**config.mk**
```make
export PLATFORM = sky130hd
export DESIGN_NAME = nmea_rmc_time_parser
export DESIGN_NICKNAME = d
export VERILOG_FILES = /design/src/design/nrtp_pkg.sv /design/src/design/nrtp_field_tracker.sv /design/src/design/nrtp_time_decode.sv /design/src/design/nmea_rmc_time_parser.sv
export VERILOG_INCLUDE_DIRS = /design/src /design/src/design
export SDC_FILE = /design/constraint.sdc
export NUM_CORES = 1
export LEC_CHECK = 0
export BUFFER_PORTS_ARGS = -buffer_cell sky130_fd_sc_hd__buf_2
export CAP_MARGIN = 20
export CORE_ASPECT_RATIO = 0.75
export CORE_MARGIN = 2
export CORE_UTILIZATION = 50
export DETAILED_ROUTE_END_ITERATION = 16
export GPL_TIMING_DRIVEN = 0
export PLACE_DENSITY = 0.68
export SLEW_MARGIN = 10
export SYNTH_ARGS = -nofsm -noshare
export SYNTH_HDL_FRONTEND = slang
export SYNTH_HIERARCHICAL = 1
export SYNTH_SLANG_ARGS = --single-unit
```
**constraint.sdc**
```tcl
create_clock -name i_clk -period 4.4 [get_ports i_clk]
set_clock_uncertainty 0.15 [all_clocks]
set_input_delay 0.88 -clock i_clk [delete_from_list [all_inputs] [get_ports i_clk]]
set_output_delay 0.88 -clock i_clk [all_outputs]
set_load 0.01 [all_outputs]
```
**src/design/assert_macros.svh**
```systemverilog
// assertion macros shared by the rtl files
// define NO_ASSERTIONS to compile them out
`ifndef ASSERT_MACROS_SVH
`define ASSERT_MACROS_SVH

`ifndef NO_ASSERTIONS

// property must hold at every clock edge outside reset
`define ASSERT_CLK(label, clk, rst_n, prop) \
    label: assert property (@(posedge clk) disable iff (!rst_n) prop) \
        else $error("assertion failed");

// expression must never be true outside reset
`define ASSERT_NEVER(label, clk, rst_n, expr) \
    label: assert property (@(posedge clk) disable iff (!rst_n) !(expr)) \
        else $error("forbidden condition seen");

`else

`define ASSERT_CLK(label, clk, rst_n, prop)
`define ASSERT_NEVER(label, clk, rst_n, expr)

`endif

`endif

```
**src/design/nrtp_pkg.sv**
```systemverilog
// ----------------------------------------------------------------------------
// nrtp_pkg
// types and constants of the rmc time parser
// ----------------------------------------------------------------------------
`timescale 1ns / 1ps
`default_nettype none

package nrtp_pkg;

    localparam int unsigned CHAR_W     = 8;
    localparam int unsigned VAL_W      = 7;
    localparam int unsigned CNT_W      = 5;
    localparam int unsigned POS_W      = 3;
    localparam int unsigned TIME_LEN   = 6;
    localparam int unsigned HEADER_LEN = 6;

    localparam logic [CNT_W-1:0] COMMA_CAP  = 5'd19;
    localparam logic [CNT_W-1:0] RMC_COMMAS = 5'd12;
    localparam logic [POS_W-1:0] POS_CAP    = 3'd7;
    localparam logic [POS_W-1:0] HDR_POS    = 3'd6;
    localparam logic [POS_W-1:0] TIME_POS   = 3'd6;

    localparam logic [CHAR_W-1:0] CH_COMMA = 8'h2C;
    localparam logic [CHAR_W-1:0] CH_ZERO  = 8'h30;
    localparam logic [CHAR_W-1:0] CH_NINE  = 8'h39;

    typedef struct packed {
        logic [CHAR_W-1:0] char_in;
        logic              end_of_sentence;
    } t_in_word;

    typedef struct packed {
        logic             time_found;
        logic [VAL_W-1:0] hour;
        logic [VAL_W-1:0] minute;
        logic [VAL_W-1:0] second;
    } t_out_word;

    typedef logic [TIME_LEN-1:0][CHAR_W-1:0] t_time_chars;

    // tracker result for the word being stepped
    typedef struct packed {
        logic        found;
        t_time_chars time_chars;
    } t_trk_status;

    // expected header text "$GPRMC", one character per position
    function automatic logic [CHAR_W-1:0] header_char(input logic [POS_W-1:0] pos);
        logic [CHAR_W-1:0] ch;
        case (pos)
            3'd0:    ch = 8'h24;
            3'd1:    ch = 8'h47;
            3'd2:    ch = 8'h50;
            3'd3:    ch = 8'h52;
            3'd4:    ch = 8'h4D;
            3'd5:    ch = 8'h43;
            default: ch = 8'h00;
        endcase
        return ch;
    endfunction

endpackage

`default_nettype wire

```
**src/design/nrtp_field_tracker.sv**
```systemverilog
// ----------------------------------------------------------------------------
// nrtp_field_tracker
// comma counting, header check and time field capture
// ----------------------------------------------------------------------------
`timescale 1ns / 1ps
`default_nettype none

`include "assert_macros.svh"

module nrtp_field_tracker (
    input  wire logic             i_clk,
    input  wire logic             i_rst_n,
    input  wire logic             i_step,
    input  wire nrtp_pkg::t_in_word i_word,
    output nrtp_pkg::t_trk_status o_status
);

    logic [nrtp_pkg::CNT_W-1:0] r_cnt, n_cnt;
    logic [nrtp_pkg::POS_W-1:0] r_pos, n_pos;
    logic                       r_header, n_header;
    nrtp_pkg::t_time_chars      r_time, n_time;
    logic                       header_final;

    always_comb begin
        n_cnt    = r_cnt;
        n_pos    = r_pos;
        n_header = r_header;
        n_time   = r_time;
        if (i_word.char_in == nrtp_pkg::CH_COMMA) begin
            if (r_cnt == '0 && r_pos != nrtp_pkg::HDR_POS) begin
                n_header = 1'b0;
            end
            if (r_cnt < nrtp_pkg::COMMA_CAP) begin
                n_cnt = r_cnt + 1'b1;
            end
            n_pos = '0;
        end else begin
            if (r_cnt == '0) begin
                if (r_pos >= nrtp_pkg::HDR_POS ||
                    nrtp_pkg::header_char(r_pos) != i_word.char_in) begin
                    n_header = 1'b0;
                end
            end else if (r_cnt == 5'd1) begin
                for (int k = 0; k < nrtp_pkg::TIME_LEN; k++) begin
                    if (r_pos == nrtp_pkg::POS_W'(k)) begin
                        n_time[k] = i_word.char_in;
                    end
                end
            end
            if (r_pos < nrtp_pkg::POS_CAP) begin
                n_pos = r_pos + 1'b1;
            end
        end
    end

    // a sentence with no comma closes field 0 at its last byte
    assign header_final = n_header && !(n_cnt == '0 && n_pos != nrtp_pkg::HDR_POS);

    always_comb begin
        o_status.found      = header_final && (n_cnt == nrtp_pkg::RMC_COMMAS);
        o_status.time_chars = r_time;
    end

    always_ff @(posedge i_clk) begin
        if (!i_rst_n) begin
            r_cnt    <= '0;
            r_pos    <= '0;
            r_header <= 1'b1;
            r_time   <= '0;
        end else if (i_step) begin
            if (i_word.end_of_sentence) begin
                r_cnt    <= '0;
                r_pos    <= '0;
                r_header <= 1'b1;
                r_time   <= '0;
            end else begin
                r_cnt    <= n_cnt;
                r_pos    <= n_pos;
                r_header <= n_header;
                r_time   <= n_time;
            end
        end
    end

    `ASSERT_CLK(a_clear_after_last, i_clk, i_rst_n, i_step && i_word.end_of_sentence |=> r_cnt == '0 && r_pos == '0 && r_header)
    `ASSERT_NEVER(a_cnt_over_cap, i_clk, i_rst_n, r_cnt > nrtp_pkg::COMMA_CAP)
    `ASSERT_CLK(a_time_empty_in_header, i_clk, i_rst_n, r_cnt == '0 |-> r_time == '0)

endmodule

`default_nettype wire

```
**src/design/nrtp_time_decode.sv**
```systemverilog
// ----------------------------------------------------------------------------
// nrtp_time_decode
// turns the six captured characters into hour, minute and second
// ----------------------------------------------------------------------------
`timescale 1ns / 1ps
`default_nettype none

module nrtp_time_decode (
    input  nrtp_pkg::t_trk_status i_status,
    output nrtp_pkg::t_out_word   o_word
);

    function automatic logic is_digit(input logic [nrtp_pkg::CHAR_W-1:0] c);
        return (c >= nrtp_pkg::CH_ZERO) && (c <= nrtp_pkg::CH_NINE);
    endfunction

    // two digits give 10a+b, a lone leading digit gives a, else zero
    function automatic logic [nrtp_pkg::VAL_W-1:0] pair_value(
        input logic [nrtp_pkg::CHAR_W-1:0] a,
        input logic [nrtp_pkg::CHAR_W-1:0] b
    );
        logic [nrtp_pkg::VAL_W-1:0] va, vb, v;
        va = {3'b000, a[3:0]};
        vb = {3'b000, b[3:0]};
        if (!is_digit(a)) begin
            v = '0;
        end else if (!is_digit(b)) begin
            v = va;
        end else begin
            v = {va[3:0], 3'b000} + {va[5:0], 1'b0} + vb;
        end
        return v;
    endfunction

    always_comb begin
        o_word = '0;
        if (i_status.found) begin
            o_word.time_found = 1'b1;
            o_word.hour   = pair_value(i_status.time_chars[0], i_status.time_chars[1]);
            o_word.minute = pair_value(i_status.time_chars[2], i_status.time_chars[3]);
            o_word.second = pair_value(i_status.time_chars[4], i_status.time_chars[5]);
        end
    end

endmodule

`default_nettype wire

```
**src/design/nmea_rmc_time_parser.sv**
```systemverilog
// ----------------------------------------------------------------------------
// nmea_rmc_time_parser
// extracts the utc time from an rmc sentence, one byte per word
// ----------------------------------------------------------------------------
// usage
//   input channel: one sentence byte per word, with end_of_sentence set on the
//   final byte. output channel: one result word per sentence, issued for the
//   final byte only, carrying time_found and hour, minute, second.
//   result path: a byte taken into the input register is processed from there,
//   and processing a final byte writes the result word, so o_out_valid rises
//   once the final byte has been processed, which can wait for the receiver.
//   throughput: one byte per cycle while no final byte waits for the result
//   register, set by the input register feeding the single tracker update; an
//   output register lets the next sentence start while a result still waits.
//   receiver stall: ordinary bytes keep flowing; a final byte waits in the
//   input register until the output register is free, and input ready drops
//   only while it waits.
//   reset: synchronous, active low; clears both valid flags, the comma count,
//   the field position and the captured time, and sets the header flag.
// ----------------------------------------------------------------------------
`timescale 1ns / 1ps
`default_nettype none

`include "assert_macros.svh"

module nmea_rmc_time_parser (
    input  wire logic                i_clk,
    input  wire logic                i_rst_n,
    // byte input
    input  wire logic                i_in_valid,
    output logic                     o_in_ready,
    input  wire nrtp_pkg::t_in_word  i_in_word,
    // result output
    output logic                     o_out_valid,
    input  wire logic                i_out_ready,
    output nrtp_pkg::t_out_word      o_out_word
);

    // input register
    logic                  r_s1_valid;
    nrtp_pkg::t_in_word    r_s1_word;

    // result register
    logic                  r_out_valid, n_out_valid;
    nrtp_pkg::t_out_word   r_out_word;

    logic                  out_free;     // result register can take a word now
    logic                  s1_step;      // byte in the input register is processed
    logic                  out_load;     // a result word is written
    nrtp_pkg::t_trk_status trk_status;
    nrtp_pkg::t_out_word   dec_word;

    assign out_free   = !r_out_valid || i_out_ready;
    // only a final byte needs room in the result register
    assign s1_step    = r_s1_valid && (!r_s1_word.end_of_sentence || out_free);
    assign out_load   = s1_step && r_s1_word.end_of_sentence;
    assign o_in_ready = !r_s1_valid || s1_step;

    // input register
    always_ff @(posedge i_clk) begin
        if (!i_rst_n) begin
            r_s1_valid <= 1'b0;
        end else if (o_in_ready) begin
            r_s1_valid <= i_in_valid;
        end
    end

    always_ff @(posedge i_clk) begin
        if (i_in_valid && o_in_ready) begin
            r_s1_word <= i_in_word;
        end
    end

    // sentence state and header check
    nrtp_field_tracker u_tracker (
        .i_clk    (i_clk),
        .i_rst_n  (i_rst_n),
        .i_step   (s1_step),
        .i_word   (r_s1_word),
        .o_status (trk_status)
    );

    // digit pairs to values
    nrtp_time_decode u_decode (
        .i_status (trk_status),
        .o_word   (dec_word)
    );

    // result register
    always_comb begin
        n_out_valid = r_out_valid;
        if (out_load) begin
            n_out_valid = 1'b1;
        end else if (i_out_ready) begin
            n_out_valid = 1'b0;
        end
    end

    always_ff @(posedge i_clk) begin
        if (!i_rst_n) begin
            r_out_valid <= 1'b0;
        end else begin
            r_out_valid <= n_out_valid;
        end
    end

    always_ff @(posedge i_clk) begin
        if (out_load) begin
            r_out_word <= dec_word;
        end
    end

    assign o_out_valid = r_out_valid;
    assign o_out_word  = r_out_word;

    `ASSERT_CLK(a_load_needs_room, i_clk, i_rst_n, out_load |-> out_free)
    `ASSERT_CLK(a_found_in_range, i_clk, i_rst_n,
        r_out_valid && r_out_word.time_found |-> r_out_word.hour <= 7'd99 &&
        r_out_word.minute <= 7'd99 && r_out_word.second <= 7'd99)
    `ASSERT_CLK(a_not_found_zero, i_clk, i_rst_n,
        r_out_valid && !r_out_word.time_found |-> r_out_word.hour == '0 &&
        r_out_word.minute == '0 && r_out_word.second == '0)

endmodule

`default_nettype wire
```
# After elaboration in Yosys (flattened, before gate mapping)
# Index checks and enable logic that the tools add are counted.
[word_totals]
in_bits = 13
output_inout_bits = 24
register_bits = 90
[op_classes]
eq_ne = 13
n_mux = 33
n_addsub = 8
magnitude_cmp = 15
reduce_logical = 44
[op_table]
columns = ["cell", "n"]
rows = [
  ["$mux 48", 4],
  ["$mux 8", 8],
  ["$ge 8x6->1 const B", 6],
  ["$le 8x6->1 const B", 6],
  ["$mux 7", 6],
  ["$pmux 7 s6", 1],
  ["$reduce_and 5->1", 6],
  ["$mux 22", 1],
  ["$add 7x4->7", 3],
  ["$add 7x5->7", 3],
  ["$reduce_bool 2->1", 8],
  ["$mux 5", 3],
  ["$logic_and 1x1->1", 13],
  ["$logic_not 5->1", 2],
  ["$mux 3", 3],
  ["$reduce_and 3->1", 3],
  ["$eq 8x6->1 const B", 1],
  ["$ne 8x8->1", 1],
  ["$mux 1", 7],
  ["$eq 3x2->1 const B", 2],
  ["$eq 3x3->1 const B", 2],
  ["$ne 3x3->1 const B", 2],
  ["$reduce_and 2->1", 3],
  ["$add 5x1->5 const B", 1],
  ["11 further kinds", 18],
]

# Longest topological paths before layout
[depth]
ltp_word = 12
ltp_mapped = 8
depth_no_buf = 8

# Modules after synthesis
# Netlist, hierarchy kept.
[by_module_without_submodules]
columns = ["module", "instances", "cells_each", "area_each_um2"]
rows = [
  ["nrtp_field_tracker", 1, 242, 2543.7],
  ["nmea_rmc_time_parser", 1, 43, 1048.5],
  ["nrtp_time_decode", 1, 133, 1021.0],
]

# Worst setup path before layout
# No wires, ideal clock.
[synth_path]
kind = "register to register"
from = "register r_s1_word[2] (netlist name)"
to = "register r_out_word, in the netlist o_out_word[11] (data pin)"
stages_incl_launch_ff = 9
t_arrival_ns = 2.587
path_buffers = 2
path_slack_ns = 1.502
path_cell_list = "edfxtp_1 -> clkbuf_1 -> nor4b_2 -> buf_2 -> o211a_1 -> nand2_1 -> a2111oi_0 -> nand3_1 -> nor3_1"
[synth_rtl]
columns = ["element", "line_no", "rtl"]
rows = [
  ["from (decl)", "nmea_rmc_time_parser.sv:41", "nrtp_pkg::t_in_word r_s1_word;"],
  ["from (signal assigned)", "nmea_rmc_time_parser.sv:70", "r_s1_word <= i_in_word;"],
  ["to (signal assigned)", "nmea_rmc_time_parser.sv:109", "r_out_word <= dec_word;"],
  ["to (decl)", "nmea_rmc_time_parser.sv:45", "nrtp_pkg::t_out_word r_out_word;"],
]

==> metrics.txt <==
Final Max Tran Viols=0; Die Height=between 80 and 90 um; Yosys reg bits=90; vias in the first global route=3060; commonest non-fill, non-tap cell in the layout=dfxtp_1; crit start category=flip-flop; library cells used by synthesis=60; fillers=~770; run status=complete, no violations; final-stage net count=515; io pins=37; Final Cell Area=about 0.0053 mm2; synth-to-layout area growth=14.13%; CTS tree=done; clk slew on worst S/H paths=around 0.070 ns; period utilization=between 70 and 80%; Clock power frac=around 45%; Max H-tree Level=3; standard-cell rows=30; Worst Setup Path Type=flip-flop to flip-flop; CP dominant cell by count=buf_2; unrepaired setup endpoints after global routing=no; switching power=0.0003900 W; first-pass GRT wire length=between 10000 and 15000 um; Mapped Area=between 0.004 and 0.005 mm2; # setup viols final=0; # diodes=0; initial antenna violation count=0; Hold Path Origin=u_tracker/o_status[4]; slowest CP cell=nor4b_2; Gate power share=about 4.5%; DR vias=roughly 3300; WL final=around 9000 um; max_cap viols=0; hold path endpoint=u_tracker/o_status[4]; Mapped Avg Cell Area=11.04 um2; GRT overflow=0; crit end category=flip-flop; Crit path largest cell delay=a little over 0.5 ns; Fin. Hold Viols=0; Seq/Total Area, Yosys=around 46%; Routed WL per cell=roughly 15 um; worst path bufs/invs=3; layout cell share with drive strength beyond 1=a little under a fifth; Iter 0 DRT Violations=around 200; CP Data Arrival Time=3.16 ns; pwr dens=approximately 320 mW/mm2; Primary FF master, synth=dfxtp_1; r2r startpoint=r_s1_word[2]; Leakage Power=roughly 2.3 nW; CP max FO=10; Hold Path Class=flip-flop to flip-flop; Util after Layout=58.44%; syn_nets=roughly 470; Initial Utilization=about half; clock latency at the later pin of the worst-skew pair=around 0.34 ns; switch share=a little under a quarter; vias per cell=~5.6; CTS Root Cell=clkbuf_16; CP cell instances=clkbuf_1, nor4b_2, buf_2, o211a_1, nand2_1, a2111oi_2, buf_2, nand3_1, nor3_1; core area=about 0.009 mm2; Seq. cell area=between 0.002 and 0.0025 mm2; die area=0.01002 mm2; Post-synth EDFFs=31; deepest clock path buffer count=2; FMAX=between 0.3 and 0.4 GHz; data required time at the worst endpoint=~4.4 ns; # DRC=0; cts repair resizes=0; Int Pwr=around 0.0013 W; VDD IR max=between 0.0002 and 0.0003 V; Sink Count=90; HPWL Detailed=about 6400 um; final hold slack=roughly 0.33 ns; RePlAce Congestion=~0.9; most frequent cells in the layout=dfxtp_1 (59), a22o_1 (49), buf_2 (44), inv_1 (31), edfxtp_1 (31); setup bufs post-CTS=0; Total GRT Usage=19.25%; CP delay by family, top=simple AND/OR/NAND/NOR gates; ys async rst share=0%; setup ws final=~1.3 ns; Slew @ Worst Pin=~0.77 ns; yosys warns=6; CTS Hold Buffers Added=0; cell count of the worst hold path=1; dpl cell area=between 0.004 and 0.005 mm2; Die W=114.9 um; pin count of the biggest net entering global routing=19; FF-to-FF End=o_out_word[18]; Seq pwr share=slightly above 50%; r2r setup slk=1.27 ns; Port Buffers=36; DRT Pass-1 Iters=4; Reg2Reg Depth=9; post-layout min period=3.130 ns; post-synthesis cell count=418; Num CTS Buffers=9; Routed Antenna Nets=0; pre-CTS setup slack=between 1 and 1.5 ns; footprint of the multi-input gates=around 0.0023 mm2; max_slew headroom=between 40% and 50%
-- power by group through the flow --
stage / Sequential, W / Combinational (W) / Clock [W]
2_1_floorplan: 0.000890 / 0.0000474 / 0
3_3_place_gp: 0.000890 / 0.0000736 / 0
3_5_place_dp: 0.000890 / 0.0000767 / 0
4_1_cts: 0.000871 / 0.0000767 / 0.000779
5_1_grt: 0.000872 / 0.0000849 / 0.000813
6_report: 0.000871 / 0.0000767 / 0.000760
-- cell families (layout without fill, tap and decap cells) --
group	Yosys count	after routing	synth area share, %
and+or+nand+nor	110	110	15.81
AOI/OAI and AO/OA	109	109	18.58
DFF	90	90	45.78
buffers and inverters	50	104	4.529
adders and majority gates	35	35	10.47
xor gates and xnor gates	14	14	2.658
muxes	10	10	2.170
-- Yosys cell counts (all sizes together), types with 2 or more instances --
master   count  area share (%)
xor2        10             1.9
and2         2            0.27
nand3        7            0.76
dfxtp       59              26
nand3b       4            0.65
xnor2        4            0.76
nand2b      14             1.9
ha          29             7.9
nand2       20             1.6
a21boi       6            0.98
a22o        49             9.3
nand4        4             1.5
o22ai        2            0.27
nor2        31             4.8
and3         2            0.27
clkbuf       9            0.76
edfxtp      31              20
o31ai        2            0.33
a21o         3            0.49
inv         31             2.5
fa           6             2.6
a41oi        2            0.38
mux2i       10             2.2
o2111ai      2            0.38
buf         10             1.2
a21oi       13             1.4
nor3        13             1.4
or2          4            0.54
o21ai       13             1.7
a2111oi      6             1.1
o211ai       2            0.33
-- flip-flops by register name, indices dropped and copies added (netlist names) --
register            cells
u_tracker/o_status     48
o_out_word             22
r_s1_word               9
u_tracker/r_cnt         5
u_tracker/r_pos         3
o_out_valid             1
r_s1_valid              1
u_tracker/r_header      1
-- final cells by class --
class / count / share of cell area [%]
clock buffer: 10 / 4.753
inverter: 31 / 2.210
buffer: 19 / 1.759
timing repair buffer: 38 / 3.802
clock inverter: 6 / 0.9981
tap: 112 / 2.662
sequential: 90 / 40.11
multi-input combinational: 278 / 43.70
-- layer usage --
| metal | part of all wire (%) | GRT usage [%] |
|---|---|---|
| met1 | 51 | 26.85 |
| met2 | 43 | 28.82 |
| met3 | 4.6 | 5.706 |
| met4 | 0.84 | 6.243 |
| met5 | 0 | 0 |
-- worst max-delay path by stage --
stage | startpoint | end | cells past startpoint
4_1_cts | r_s1_word[2] | o_out_word[18] | 9
3_3_place_gp | r_s1_word[2] | o_out_word[19] | 8
2_1_floorplan | r_s1_word[2] | o_out_word[11] | 8
5_1_grt | r_s1_word[2] | o_out_word[18] | 9
3_5_place_dp | r_s1_word[2] | o_out_word[18] | 9
6_report | r_s1_word[2] | o_out_word[18] | 9
-- stage by stage --
step	setup TNS (ns)	power (W)	std cells
floorplan	0	0.0009375	418
CTS	0	0.001726	584
global placement	-6.908	0.0009635	566
detailed placement	0	0.0009663	568
global route	0	0.001769	584
finish	0	0.001707	584
(Power assumes the default switching activity.)
